### src/design/stl_pkg.sv
`timescale 1ns / 1ps
`default_nettype none
// ----------------------------------------------------------------------------
// stl_pkg
// Shared types and codes of the script token lexer: result words, the
// per-character bundle passed from the front end to the back end.
// ----------------------------------------------------------------------------
package stl_pkg;

  localparam int unsigned LineW  = 24;
  localparam int unsigned LenW   = 7;
  localparam int unsigned SlotN  = 3;
  localparam int unsigned CntW   = 2;
  localparam int unsigned QDepth = 4;
  localparam int unsigned QPtrW  = 2;

  // result kinds
  localparam logic [1:0] KindChar = 2'd0;
  localparam logic [1:0] KindEnd  = 2'd1;
  localparam logic [1:0] KindErr  = 2'd2;
  localparam logic [1:0] KindEos  = 2'd3;

  // token kinds
  localparam logic [2:0] TokNum = 3'd0;
  localparam logic [2:0] TokStr = 3'd1;
  localparam logic [2:0] TokVar = 3'd2;
  localparam logic [2:0] TokCmd = 3'd3;
  localparam logic [2:0] TokSym = 3'd4;

  // error codes
  localparam logic [1:0] ErrNone     = 2'd0;
  localparam logic [1:0] ErrInvalid  = 2'd1;
  localparam logic [1:0] ErrUnclosed = 2'd2;
  localparam logic [1:0] ErrTooLong  = 2'd3;

  typedef struct packed {
    logic [1:0] kind;
    logic [2:0] tok;
    logic [7:0] ch;
    logic [1:0] err;
  } res_t;

  // all results of one input character, in order; they share one line number
  typedef struct packed {
    logic [CntW-1:0]  cnt;
    logic [LineW-1:0] line;
    res_t [SlotN-1:0] res;
  } bundle_t;

endpackage
`default_nettype wire

### src/design/script_token_lexer.sv
`timescale 1ns / 1ps
`default_nettype none
// ----------------------------------------------------------------------------
// script_token_lexer
// Character-stream lexer: one character word in, token character, token end,
// error and stream end words out.
// ----------------------------------------------------------------------------
// The front end takes one character word per cycle and turns it into a
// bundle of zero to three result words in the same cycle; words with no
// result (whitespace, comment text) leave nothing behind. Bundles wait in a
// four-entry queue, and the back end sends one result word per cycle from
// the head bundle unless out_stall_i is high, and the sustained rate is one
// character per cycle while each produces at most one result and out_stall_i
// stays low. in_stall_o rises only when the queue is full.
// All result words of one character carry the same line number.
// ----------------------------------------------------------------------------
module script_token_lexer #(
  parameter int unsigned MAX_TOKEN_CHARS = 79
) (
  input  wire logic        clk_i,
  input  wire logic        rst_ni,
  input  wire logic        in_valid_i,
  output logic             in_stall_o,
  input  wire logic [7:0]  in_char_i,
  input  wire logic        end_of_input_i,
  output logic             out_valid_o,
  input  wire logic        out_stall_i,
  output logic [1:0]       kind_o,
  output logic [2:0]       token_kind_o,
  output logic [7:0]       char_value_o,
  output logic [23:0]      line_number_o,
  output logic [1:0]       error_code_o,
  output logic             last_o
);
  import stl_pkg::*;

  bundle_t bundle, head;
  logic    take, push, pop, full, empty;

  assign in_stall_o = full;
  assign take       = in_valid_i && !full;
  assign push       = take && (bundle.cnt != '0);

  stl_front #(
    .MaxTokenChars (MAX_TOKEN_CHARS)
  ) u_front (
    .clk_i          (clk_i),
    .rst_ni         (rst_ni),
    .take_i         (take),
    .in_char_i      (in_char_i),
    .end_of_input_i (end_of_input_i),
    .bundle_o       (bundle)
  );

  stl_queue u_queue (
    .clk_i   (clk_i),
    .rst_ni  (rst_ni),
    .push_i  (push),
    .wdata_i (bundle),
    .pop_i   (pop),
    .rdata_o (head),
    .full_o  (full),
    .empty_o (empty)
  );

  stl_back u_back (
    .clk_i         (clk_i),
    .rst_ni        (rst_ni),
    .head_i        (head),
    .empty_i       (empty),
    .pop_o         (pop),
    .out_valid_o   (out_valid_o),
    .out_stall_i   (out_stall_i),
    .kind_o        (kind_o),
    .token_kind_o  (token_kind_o),
    .char_value_o  (char_value_o),
    .line_number_o (line_number_o),
    .error_code_o  (error_code_o),
    .last_o        (last_o)
  );

endmodule
`default_nettype wire

### src/design/stl_front.sv
`timescale 1ns / 1ps
`default_nettype none
// ----------------------------------------------------------------------------
// stl_front
// Classifies each input character, tracks lexer mode, comments, line count
// and token length, and builds the bundle of results it causes.
// ----------------------------------------------------------------------------
module stl_front #(
  parameter int unsigned MaxTokenChars = 79
) (
  input  wire logic             clk_i,
  input  wire logic             rst_ni,
  input  wire logic             take_i,
  input  wire logic [7:0]       in_char_i,
  input  wire logic             end_of_input_i,
  output stl_pkg::bundle_t      bundle_o
);
  import stl_pkg::*;

  typedef enum logic [2:0] {
    M_IDLE, M_INT, M_FRAC, M_STR, M_VAR, M_CMD
  } mode_e;

  localparam logic [7:0] ChTab   = 8'h09;
  localparam logic [7:0] ChLf    = 8'h0A;
  localparam logic [7:0] ChCr    = 8'h0D;
  localparam logic [7:0] ChSpace = 8'h20;
  localparam logic [7:0] ChQuote = 8'h22;
  localparam logic [7:0] ChPct   = 8'h25;
  localparam logic [7:0] ChDot   = 8'h2E;
  localparam logic [7:0] ChSemi  = 8'h3B;
  localparam logic [LenW-1:0] MaxLen = LenW'(MaxTokenChars);

  mode_e            mode_q, mode_d;
  logic [LineW-1:0] line_q, line_d;
  logic [LenW-1:0]  len_q, len_d;
  logic             ovf_q, ovf_d;
  logic             cmt_q, cmt_d;

  logic             eof;
  logic [7:0]       c;
  logic             is_digit, is_letter, is_space, is_sym, is_sign;
  logic             go, do_idle, em_req, post_req;
  logic [2:0]       em_tok, tk_vc;
  res_t             post_res;
  logic [CntW-1:0]  n;
  res_t [SlotN-1:0] slot;

  function automatic res_t mk(logic [1:0] kind, logic [2:0] tok, logic [7:0] ch,
                              logic [1:0] err);
    res_t r;
    r.kind = kind;
    r.tok  = tok;
    r.ch   = ch;
    r.err  = err;
    return r;
  endfunction

  assign eof       = end_of_input_i;
  assign c         = eof ? 8'h00 : in_char_i;
  assign is_digit  = (c >= "0") && (c <= "9");
  assign is_letter = ((c >= "A") && (c <= "Z")) || ((c >= "a") && (c <= "z")) || (c == "_");
  assign is_space  = (c == ChSpace) || (c == ChTab) || (c == ChLf) || (c == ChCr);
  assign is_sym    = (c == "{") || (c == "}") || (c == "(") || (c == ")") || (c == ",");
  assign is_sign   = (c == "+") || (c == "-");

  always_comb begin
    mode_d   = mode_q;
    line_d   = line_q;
    len_d    = len_q;
    ovf_d    = ovf_q;
    cmt_d    = cmt_q;
    go       = 1'b1;
    do_idle  = 1'b0;
    em_req   = 1'b0;
    em_tok   = TokNum;
    post_req = 1'b0;
    post_res = mk(KindEos, TokNum, 8'h00, ErrNone);
    n        = '0;
    slot     = '0;
    tk_vc    = (mode_q == M_VAR) ? TokVar : TokCmd;

    // comment removal and line counting come before everything else
    if (cmt_q) begin
      if (eof) begin
        if (line_d != '1) line_d = line_d + 1'b1;
        cmt_d = 1'b0;
      end else begin
        if (c == ChLf) begin
          if (line_d != '1) line_d = line_d + 1'b1;
          cmt_d = 1'b0;
        end
        go = 1'b0;
      end
    end else if (!eof) begin
      if (c == ChSemi) begin
        cmt_d = 1'b1;
        go    = 1'b0;
      end else if (c == ChLf) begin
        if (line_d != '1) line_d = line_d + 1'b1;
      end
    end

    if (go) begin
      unique case (mode_q)
        M_INT, M_FRAC: begin
          if (!eof && is_digit) begin
            em_req = 1'b1;
            em_tok = TokNum;
          end else if (!eof && (c == ChDot) && (mode_q == M_INT)) begin
            em_req = 1'b1;
            em_tok = TokNum;
            mode_d = M_FRAC;
          end else begin
            slot[n] = mk(KindEnd, TokNum, 8'h00, ErrNone);
            n       = n + 1'b1;
            do_idle = 1'b1;
          end
        end
        M_STR: begin
          if (eof || (c == ChLf) || (c == ChCr)) begin
            slot[n] = mk(KindErr, TokStr, 8'h00, ErrUnclosed);
            n       = n + 1'b1;
            mode_d  = M_IDLE;
            do_idle = eof;
          end else if (c == ChQuote) begin
            slot[n] = mk(KindEnd, TokStr, 8'h00, ErrNone);
            n       = n + 1'b1;
            mode_d  = M_IDLE;
          end else begin
            em_req = 1'b1;
            em_tok = TokStr;
          end
        end
        M_VAR, M_CMD: begin
          if (!eof && is_letter) begin
            em_req = 1'b1;
            em_tok = tk_vc;
          end else begin
            slot[n] = mk(KindEnd, tk_vc, 8'h00, ErrNone);
            n       = n + 1'b1;
            do_idle = 1'b1;
          end
        end
        default: do_idle = 1'b1;
      endcase

      // character seen between tokens
      if (do_idle) begin
        mode_d = M_IDLE;
        if (eof) begin
          post_req = 1'b1;
          post_res = mk(KindEos, TokNum, 8'h00, ErrNone);
        end else if (is_space) begin
          mode_d = M_IDLE;
        end else if (is_sym) begin
          len_d    = '0;
          ovf_d    = 1'b0;
          em_req   = 1'b1;
          em_tok   = TokSym;
          post_req = 1'b1;
          post_res = mk(KindEnd, TokSym, 8'h00, ErrNone);
        end else if (c == ChPct) begin
          len_d  = '0;
          ovf_d  = 1'b0;
          mode_d = M_VAR;
        end else if (is_digit || is_sign) begin
          len_d  = '0;
          ovf_d  = 1'b0;
          mode_d = M_INT;
          em_req = 1'b1;
          em_tok = TokNum;
        end else if (c == ChQuote) begin
          len_d  = '0;
          ovf_d  = 1'b0;
          mode_d = M_STR;
        end else if (is_letter) begin
          len_d  = '0;
          ovf_d  = 1'b0;
          mode_d = M_CMD;
          em_req = 1'b1;
          em_tok = TokCmd;
        end else begin
          post_req = 1'b1;
          post_res = mk(KindErr, TokNum, c, ErrInvalid);
        end
      end

      // token character, or a single overflow error once the limit is hit
      if (em_req) begin
        if (len_d < MaxLen) begin
          slot[n] = mk(KindChar, em_tok, c, ErrNone);
          n       = n + 1'b1;
          len_d   = len_d + 1'b1;
        end else if (!ovf_d) begin
          ovf_d   = 1'b1;
          slot[n] = mk(KindErr, em_tok, 8'h00, ErrTooLong);
          n       = n + 1'b1;
        end
      end

      if (post_req) begin
        slot[n] = post_res;
        n       = n + 1'b1;
      end
    end
  end

  assign bundle_o.cnt  = n;
  assign bundle_o.line = line_d;
  assign bundle_o.res  = slot;

  always_ff @(posedge clk_i or negedge rst_ni) begin
    if (!rst_ni) begin
      mode_q <= M_IDLE;
      line_q <= LineW'(1);
      len_q  <= '0;
      ovf_q  <= 1'b0;
      cmt_q  <= 1'b0;
    end else if (take_i) begin
      mode_q <= mode_d;
      line_q <= line_d;
      len_q  <= len_d;
      ovf_q  <= ovf_d;
      cmt_q  <= cmt_d;
    end
  end

endmodule
`default_nettype wire

### src/design/stl_queue.sv
`timescale 1ns / 1ps
`default_nettype none
// ----------------------------------------------------------------------------
// stl_queue
// Short bundle queue between the front end and the back end.
// ----------------------------------------------------------------------------
module stl_queue (
  input  wire logic             clk_i,
  input  wire logic             rst_ni,
  input  wire logic             push_i,
  input  wire stl_pkg::bundle_t wdata_i,
  input  wire logic             pop_i,
  output stl_pkg::bundle_t      rdata_o,
  output logic                  full_o,
  output logic                  empty_o
);
  import stl_pkg::*;

  bundle_t          mem_q [QDepth];
  logic [QPtrW:0]   wr_q, wr_d, rd_q, rd_d;

  assign full_o  = (wr_q[QPtrW] != rd_q[QPtrW]) && (wr_q[QPtrW-1:0] == rd_q[QPtrW-1:0]);
  assign empty_o = (wr_q == rd_q);
  assign rdata_o = mem_q[rd_q[QPtrW-1:0]];
  assign wr_d    = wr_q + (QPtrW+1)'(push_i);
  assign rd_d    = rd_q + (QPtrW+1)'(pop_i);

  always_ff @(posedge clk_i) begin
    if (push_i) begin
      mem_q[wr_q[QPtrW-1:0]] <= wdata_i;
    end
  end

  always_ff @(posedge clk_i or negedge rst_ni) begin
    if (!rst_ni) begin
      wr_q <= '0;
      rd_q <= '0;
    end else begin
      wr_q <= wr_d;
      rd_q <= rd_d;
    end
  end

endmodule
`default_nettype wire

### src/design/stl_back.sv
`timescale 1ns / 1ps
`default_nettype none
// ----------------------------------------------------------------------------
// stl_back
// Walks the head bundle, one result word per unstalled cycle; marks the last.
// ----------------------------------------------------------------------------
module stl_back (
  input  wire logic             clk_i,
  input  wire logic             rst_ni,
  input  wire stl_pkg::bundle_t head_i,
  input  wire logic             empty_i,
  output logic                  pop_o,
  output logic                  out_valid_o,
  input  wire logic             out_stall_i,
  output logic [1:0]            kind_o,
  output logic [2:0]            token_kind_o,
  output logic [7:0]            char_value_o,
  output logic [23:0]           line_number_o,
  output logic [1:0]            error_code_o,
  output logic                  last_o
);
  import stl_pkg::*;

  logic [CntW-1:0] idx_q, idx_d;
  logic            fire, at_last;
  res_t            cur;

  assign cur           = head_i.res[idx_q];
  assign at_last       = (idx_q == (head_i.cnt - 1'b1));
  assign out_valid_o   = !empty_i;
  assign fire          = out_valid_o && !out_stall_i;
  assign pop_o         = fire && at_last;
  assign idx_d         = pop_o ? '0 : (fire ? idx_q + 1'b1 : idx_q);

  assign kind_o        = cur.kind;
  assign token_kind_o  = cur.tok;
  assign char_value_o  = cur.ch;
  assign line_number_o = head_i.line;
  assign error_code_o  = cur.err;
  assign last_o        = at_last;

  always_ff @(posedge clk_i or negedge rst_ni) begin
    if (!rst_ni) begin
      idx_q <= '0;
    end else begin
      idx_q <= idx_d;
    end
  end

endmodule
`default_nettype wire

### config.mk
export PLATFORM = sky130hd
export DESIGN_NAME = script_token_lexer
export DESIGN_NICKNAME = d
export VERILOG_FILES = /design/src/design/stl_pkg.sv /design/src/design/script_token_lexer.sv /design/src/design/stl_front.sv /design/src/design/stl_queue.sv /design/src/design/stl_back.sv
export SDC_FILE = /design/constraint.sdc
export NUM_CORES = 1
export LEC_CHECK = 0
export ABC_AREA = 1
export BUFFER_PORTS_ARGS = -buffer_cell sky130_fd_sc_hd__buf_4
export CAP_MARGIN = 15
export CORE_MARGIN = 2
export CORE_UTILIZATION = 56
export CTS_CLUSTER_SIZE = 12
export DETAILED_ROUTE_END_ITERATION = 8
export PLACE_DENSITY = 0.87
export SYNTH_ARGS = -nofsm -noshare
export SYNTH_HDL_FRONTEND = slang
export SYNTH_SLANG_ARGS = --single-unit
### constraint.sdc
create_clock -name clk_i -period 4.32 [get_ports clk_i]
set_input_delay 0.216 -clock clk_i [delete_from_list [all_inputs] [get_ports clk_i]]
set_output_delay 0.216 -clock clk_i [all_outputs]
set_load 0.005 [all_outputs]
==> results of run 1 <==
==> routing by layer <==
layer  vias to the layer above  GRT usage  routed length, µm
li1                       4727          -                  -
met5                         -          0                  0
met3                        90     0.0604               3710
met2                       587      0.430              17000
met1                      5044      0.364              14100
met4                         0     0.0722                769
==> final timing paths <==
check	start	endpoint	slack, ns	depth (start not counted)
setup reg to reg	u_front.mode_q[0]	u_queue.mem_q[3][58]	0.62	20
min in group asynchronous	rst_ni	u_front.line_q[23]	0.19	2
hold reg to reg	u_front.len_q[6]	u_front.len_q[6]	0.49	2
max in group asynchronous	rst_ni	u_queue.rd_q[0]	3.68	2
hold / removal	out_stall_i	u_back.idx_q[0]	0.15	5
setup / recovery	u_front.mode_q[0]	u_queue.mem_q[3][58]	0.62	20
==> cells in the final DEF, fill, tap and decap left out, types with 10 or more instances in the layout <==
cell | Yosys | routed
a21oi_1 | 13 | 13
buf_12 | 1 | 10
buf_4 | 0 | 78
nor2_4 | 8 | 12
o21ai_0 | 177 | 176
clkbuf_16 | 0 | 31
nor2_1 | 197 | 197
nand3_1 | 26 | 26
inv_2 | 19 | 20
nor3_1 | 21 | 21
nor2_2 | 14 | 10
nand2_2 | 17 | 17
nand4_1 | 16 | 16
ha_1 | 11 | 11
inv_1 | 78 | 76
o22ai_1 | 47 | 47
edfxtp_1 | 272 | 272
dfrtp_1 | 43 | 41
o221ai_1 | 18 | 18
nand2_1 | 164 | 164
xor2_1 | 23 | 23
==> through the flow <==
stage,power [mW],cells
global placement,9.69,1661
floorplan,7.85,1302
detailed placement,9.93,1661
CTS,12.4,1710
finish,12.4,1710
global route,13.1,1710
==> sequential cells by signal, indices dropped and copies added, names as in the netlist <==
name and cells:
u_queue.mem_q 272, u_front.line_q 24, u_front.len_q 7, u_front.mode_q 3, u_queue.rd_q 3, u_queue.wr_q 3, u_back.idx_q 2, u_front.cmt_q 1
u_front.ovf_q 1
==> power breakdown <==
part	total, mW	internal, mW	switching, mW
combinational	5.17	1.70	3.47
sequential	4.88	4.53	0.358
clock	2.39	1.33	1.06
total	12.4	7.56	4.88
==> cells by family (layout without fill, tap and decap cells) <==
kind of cell,count (synthesis),in the layout,synth area share
adders and majority gates,11,11,0.00956
xor gates and xnor gates,26,26,0.0158
buffers and inverters,158,236,0.0424
and+or+nand+nor,504,504,0.170
AOI/OAI and AO/OA,287,287,0.118
DFF,316,316,0.644
==> critical path: cells and delay by family (launching register included) <==
family	cells	cell delay, ns
and+or+nand+nor	13	1.71
adders and majority gates	2	0.56
buffers and inverters	4	0.51
DFF	1	0.39
AOI/OAI and AO/OA	1	0.19
==> layout make-up <==
type / count / share of cell area
multi-input cells: 828 / 0.279
clock buffers: 42 / 0.0515
clock inverters: 6 / 0.00215
inverters: 99 / 0.0229
well taps: 330 / 0.0254
flip-flops and latches: 316 / 0.570
repair buffers: 89 / 0.0489
==> impl_metrics.yaml, run 1 <==
power:
  leakage_nw: 6.07
  peakVddDrop_mv: 0.569
  p_per_area_nw_per_um2: 765
layout:
  utilization: 0.646
  multi_input_area_um2: 4530
  area_growth_pct: 13.0
  regArea_um2: 9280
  fillers: 1741
  diodes: 0
  final_nets: 1389
  drive_above_1_share: 0.167
  final_design_area_no_fill_um2: 16300
route:
  wl_per_cell_um: 20.8
  post_drt_via_cell_ratio: 6.11
  vias: 10448
  first_iter_violations: 1446
  drtAntennaViolNets: 0
  route.detailed.drc: 0
  dr.pass1.iters: 6
  wl_um: 35500
sta:
  fmax_mhz: 270
  holdWs_ns: 0.153
  fin_skew_ns: 0.0145
  layout_setup_ws_ns: 0.618
  fin_crit_sh: 0.857
  relSlewSlack: 0.359
  period_needed_ns: 3.70
  setup_viol: 0
  finalHoldViolCount: 0
  tightestPinTransition_ns: 0.952
  rsz0062_at_grt: "no"
  slew_viol_final: 0
  finalSetupTns_ns: 0
clocking:
  cts-root-buf: "clkbuf_16"
  tritoncts: "yes"
  htree_levels: 1
  clk_path_buf_depth: 3
  cts_resized: 0
  cts-buffers-inserted: 31
  cts_hold_buf: 1
  clk_latency_ns: 0.55
  clk_pin_slew_ns: 0.06
  postCtsSetupBuffers: 0
  cts_sinks: 316
yosys:
  synth_fp_nets: 1326
  ys_top_cells_by_area: "edfxtp_1 57%, dfrtp_1 7.5%, o21ai_0 6.2%, nor2_1 5.1%, nand2_1 4.3%"
  synth_top_area_frac: 0.568
  ys_types: 54
  synth_top_flop_cell: "edfxtp_1"
  postSynthCellCount: 1302
  async_reset_ff_frac: 0.139
  synth_seq_area_share: 0.644
  syn_area_um2: 14400
  synth_most_common_cell: "edfxtp_1"
  synth-edff-count: 272
  syn_area_per_cell_um2: 11.1
  yosys.area.top_type: "edfxtp_1"
  ys_ff_latch: 316
  yosys_warnings: 0
  synthTopCellsByCount: "272 x edfxtp_1, 197 x nor2_1, 177 x o21ai_0"
placement:
  portBuffers: 54
  place_area_um2: 15400
  gp_congestion: 0.922
  hpwl_um: 22500
  pre_cts_slack_ns: 0.208
run:
  maxCapViolations: 0
floorplanning:
  dieArea_um2: 27000
  coreArea_um2: 25200
  start_util: 0.571
  boundaryPins: 55
  die_y_um: 164
  std_cell_rows: 58
  die_w_um: 164
grt:
  grt_pass1_vias: 10132
  overflow: 0
  grt_pass1_wl_um: 55400
  grt_max_degree: 85
  antenna_found_initial: 0
  grt_usage: 0.266
critical_path:
  cp_common_cell: "nand2_2"
  path_cells: "inv_1 -> nor3_1 -> nand4_2 -> nand3_2 -> nand3_4 -> nand2_2 -> inv_2 -> nand2_4 -> nand2_1 -> ha_1 -> nand4_1 -> nand2_2 -> inv_1 -> ha_1 -> a21oi_1 -> nand2_2 -> nand2_2 -> nand2_4 -> nor2_4 -> buf_4"
  max_stage_delay_ns: 0.39
  startpoint_type: "register"
  worstSetupPathType: "reg -> reg"
  required_ns: 4.55
  critPathArrivalTime_ns: 3.93
  slowest_stage: "dfrtp_1"
  critPathCaptureType: "register"
  worst-path-max-fanout: 20
min_path:
  hp-class: "in -> reg"
outcome:
  status: "completed"
No activity file was read; power rests on OpenSTA's default activity.
==> run 2, diff against run 1 <==
--- a/config.mk
+++ b/config.mk
@@ -9,10 +9,11 @@
 export BUFFER_PORTS_ARGS = -buffer_cell sky130_fd_sc_hd__buf_4
 export CAP_MARGIN = 15
 export CORE_MARGIN = 2
-export CORE_UTILIZATION = 56
+export CORE_UTILIZATION = 57
 export CTS_CLUSTER_SIZE = 12
 export DETAILED_ROUTE_END_ITERATION = 8
-export PLACE_DENSITY = 0.87
+export PLACE_DENSITY = 0.88
 export SYNTH_ARGS = -nofsm -noshare
 export SYNTH_HDL_FRONTEND = slang
+export SYNTH_HIERARCHICAL = 1
 export SYNTH_SLANG_ARGS = --single-unit
==> run 2 against run 1 <==
Against the previous run: cell count is 26% higher; first-iteration DRC count down 1.5%; hold slack better by 0.0057 ns; maximum frequency shrank 6.6%; clock-buffer cell count increased by 4; sequential share of layout area down 4.5 points; largest power group unchanged; highest routed layer unchanged; non-clock buffer count grew 6; global-route usage decreased by 1.0 points; largest cell class unchanged; synthesized area is 15% higher; clock power up 15%; design area rose by 13%.
==> impl_metrics.yaml, run 2 <==
clocking:
  clk_latency_ns: 0.52
  cts-root-buf: "clkbuf_16"
  tritoncts: "yes"
  cts-buffers-inserted: 35
  htree_levels: 2
  clk_pin_slew_ns: 0.06
  clk_path_buf_depth: 3
  cts_sinks: 328
critical_path:
  path_cells: "o21bai_1 -> nor2_2 -> nor3_1 -> nor2_2 -> nand3_2 -> nand3_2 -> inv_2 -> nor2_2 -> inv_1 -> ha_1 -> nand4_1 -> nand2_2 -> inv_1 -> ha_1 -> nand2_1 -> nand3_1 -> inv_2 -> nor2_1 -> nor2_1 -> inv_2 -> nor3_4 -> buf_4 -> buf_6"
  required_ns: 4.51
  worstSetupEndpoint: "u_queue/mem_q[1][62]"
  slowest_stage: "dfrtp_1"
  worstSetupPathType: "reg -> reg"
  rr_endpoint: "u_queue/mem_q[1][62]"
  reg2reg_setup_slack_ns: 0.35
  max_stage_delay_ns: 0.44
  critPathArrivalTime_ns: 4.15
  crit_start: "u_front/mode_q[2]"
  startpoint_type: "register"
  critPathTopFamily: "simple AND/OR/NAND/NOR gates"
  worst-path-max-fanout: 18
  critPathCaptureType: "register"
  worst_r2r_startpoint: "u_front/mode_q[2]"
  path_buf_inv: 7
  worstSetupPathDepth: 23
  reg2regPathDepth: 23
layout:
  largest_reg_flops: 284
  fillers: 2086
  area_growth_pct: 10.7
  drive_above_1_share: 0.151
  layout_common_cells: "490 x nand2_1, 284 x edfxtp_1, 245 x inv_1"
  diodes: 0
  final_design_area_no_fill_um2: 18300
  final_nets: 1774
  multi_input_area_um2: 5340
  final_common_cell: "nand2_1"
  regArea_um2: 9640
  stdcell_count: 2153
floorplanning:
  die_w_um: 174
  boundaryPins: 55
  die_y_um: 174
  dieArea_um2: 30400
  std_cell_rows: 62
  start_util: 0.579
  coreArea_um2: 28600
route:
  first_iter_violations: 1424
  wl_per_cell_um: 18.8
  dr.pass1.iters: 8
  vias: 12289
  drtAntennaViolNets: 0
  post_drt_via_cell_ratio: 5.71
  route.detailed.drc: 0
  wl_um: 40400
placement:
  gp_congestion: 0.964
  portBuffers: 54
  place_area_um2: 17200
  hpwl_um: 24500
  placed_cells: 2086
yosys:
  async_reset_ff_frac: 0.134
  synth_top_area_frac: 0.515
  synthTopCellsByCount: "491 x nand2_1, 284 x edfxtp_1, 247 x inv_1"
  ys_types: 45
  synth_most_common_cell: "nand2_1"
  synth_top_flop_cell: "edfxtp_1"
  ys_ff_latch: 328
  syn_area_um2: 16600
  synth-edff-count: 284
  synth_seq_area_share: 0.581
  yosys.area.top_type: "edfxtp_1"
  syn_area_per_cell_um2: 9.70
  yosys_warnings: 6
  postSynthCellCount: 1707
  ys_top_cells_by_area: "edfxtp_1 51%, nand2_1 11%, dfrtp_1 6.5%, inv_1 5.6%, o211ai_2 5.3%"
grt:
  overflow: 0
  grt_usage: 0.255
  antenna_found_initial: 0
  grt_pass1_wl_um: 61900
  grt_max_degree: 102
  grt_pass1_vias: 12259
power:
  p_per_area_nw_per_um2: 714
  leakage_nw: 7.91
  p_total_mw: 13.1
  peakVddDrop_mv: 0.466
sta:
  period_needed_ns: 3.97
  fmax_mhz: 252
  finalHoldViolCount: 0
  relSlewSlack: 0.330
  slew_viol_final: 0
  fin_crit_sh: 0.918
  fin_skew_ns: 0.0233
  setup_viol: 0
  tightestPinTransition_ns: 1.00
outcome:
  status: "completed"
min_path:
  hp-class: "in -> reg"
run:
  maxCapViolations: 0
run 2: cell count changes in the layout (fill, tap and decap cells not counted), moves of 21 or more:
| cell | before | now |
|---|---|---|
| nand2_1 | 164 | 490 |
| o22ai_1 | 47 | 2 |
| nor2_1 | 197 | 116 |
| nand3_1 | 26 | 69 |
| inv_1 | 76 | 245 |
| o21ai_1 | 2 | 23 |
| o21ai_0 | 176 | 119 |
| o211ai_2 | 0 | 70 |
run 2: kinds of logic (layout without fill, tap and decap cells):
logic type,after synthesis,count (layout),share of synthesized area
buffers and inverters,355,415,0.0998
AND/OR/NAND/NOR,745,745,0.188
flip-flops,328,328,0.581
XOR/XNOR,24,24,0.0127
adder cells (fa/ha/maj),11,11,0.00831
AO/OA/AOI/OAI,243,243,0.109
other,1,3,0.000226
run 2: worst min-delay path: stages:
cell     delay [ns]
buf_4          0.12
nand2_1        0.08
nor2_1         0.08
run 2: where the power goes:
group	internal, mW	switching (mW)
Clock	1.59	1.17
Combinational	1.78	3.55
Sequential	4.55	0.460
Total	7.92	5.18
run 2: how the worst min path moves through the flow:
stage	startpoint	endpoint	slack (ns)	cells past startpoint
finish	in_char_i[7]	u_queue/mem_q[2][39]	0.16	3
detailed placement	rst_ni	u_front/line_q[17]	0.27	1
CTS	in_char_i[7]	u_queue/mem_q[2][39]	0.14	3
global placement	rst_ni	u_front/line_q[11]	0.26	1
global route	in_char_i[7]	u_queue/mem_q[2][39]	0.17	3
floorplan	rst_ni	u_back/idx_q[0]	-0.08	0
run 2: per-layer routing:
metal,global-route usage,part of all wire
met1,0.312,0.39
met2,0.461,0.51
met3,0.0341,0.064
met4,0.0945,0.033
met5,0,0
run 2: layout make-up:
| cell class | count | share of cell area |
|---|---|---|
| sequential | 328 | 0.525 |
| multi-input combinational | 1026 | 0.291 |
| inverter | 264 | 0.0546 |
| clock buffer | 46 | 0.0512 |
| timing repair buffer | 95 | 0.0464 |
| tap | 384 | 0.0262 |
| clock inverter | 10 | 0.00498 |
run 2: timing repair:
action / CTS / global route
setup endpoints to repair: 0 / 242
resized for setup: 0 / 13
hold buffers: 1 / 0
hold endpoints to repair: 43 / 0
buffers inserted: 0 / 5
run 2: metrics by stage:
step | hold WS [ns] | TNS (ns) | util | setup WS, ns
finish | 0.158 | 0 | 0.641 | 0.355
global route | 0.174 | -1.38 | 0.641 | -0.0393
floorplan | -0.0796 | -178.05 | - | -0.661
detailed placement | 0.265 | 0 | 0.599 | 0.00925
global placement | 0.260 | 0 | 0.599 | 0.111
CTS | 0.140 | 0 | 0.636 | 0.239
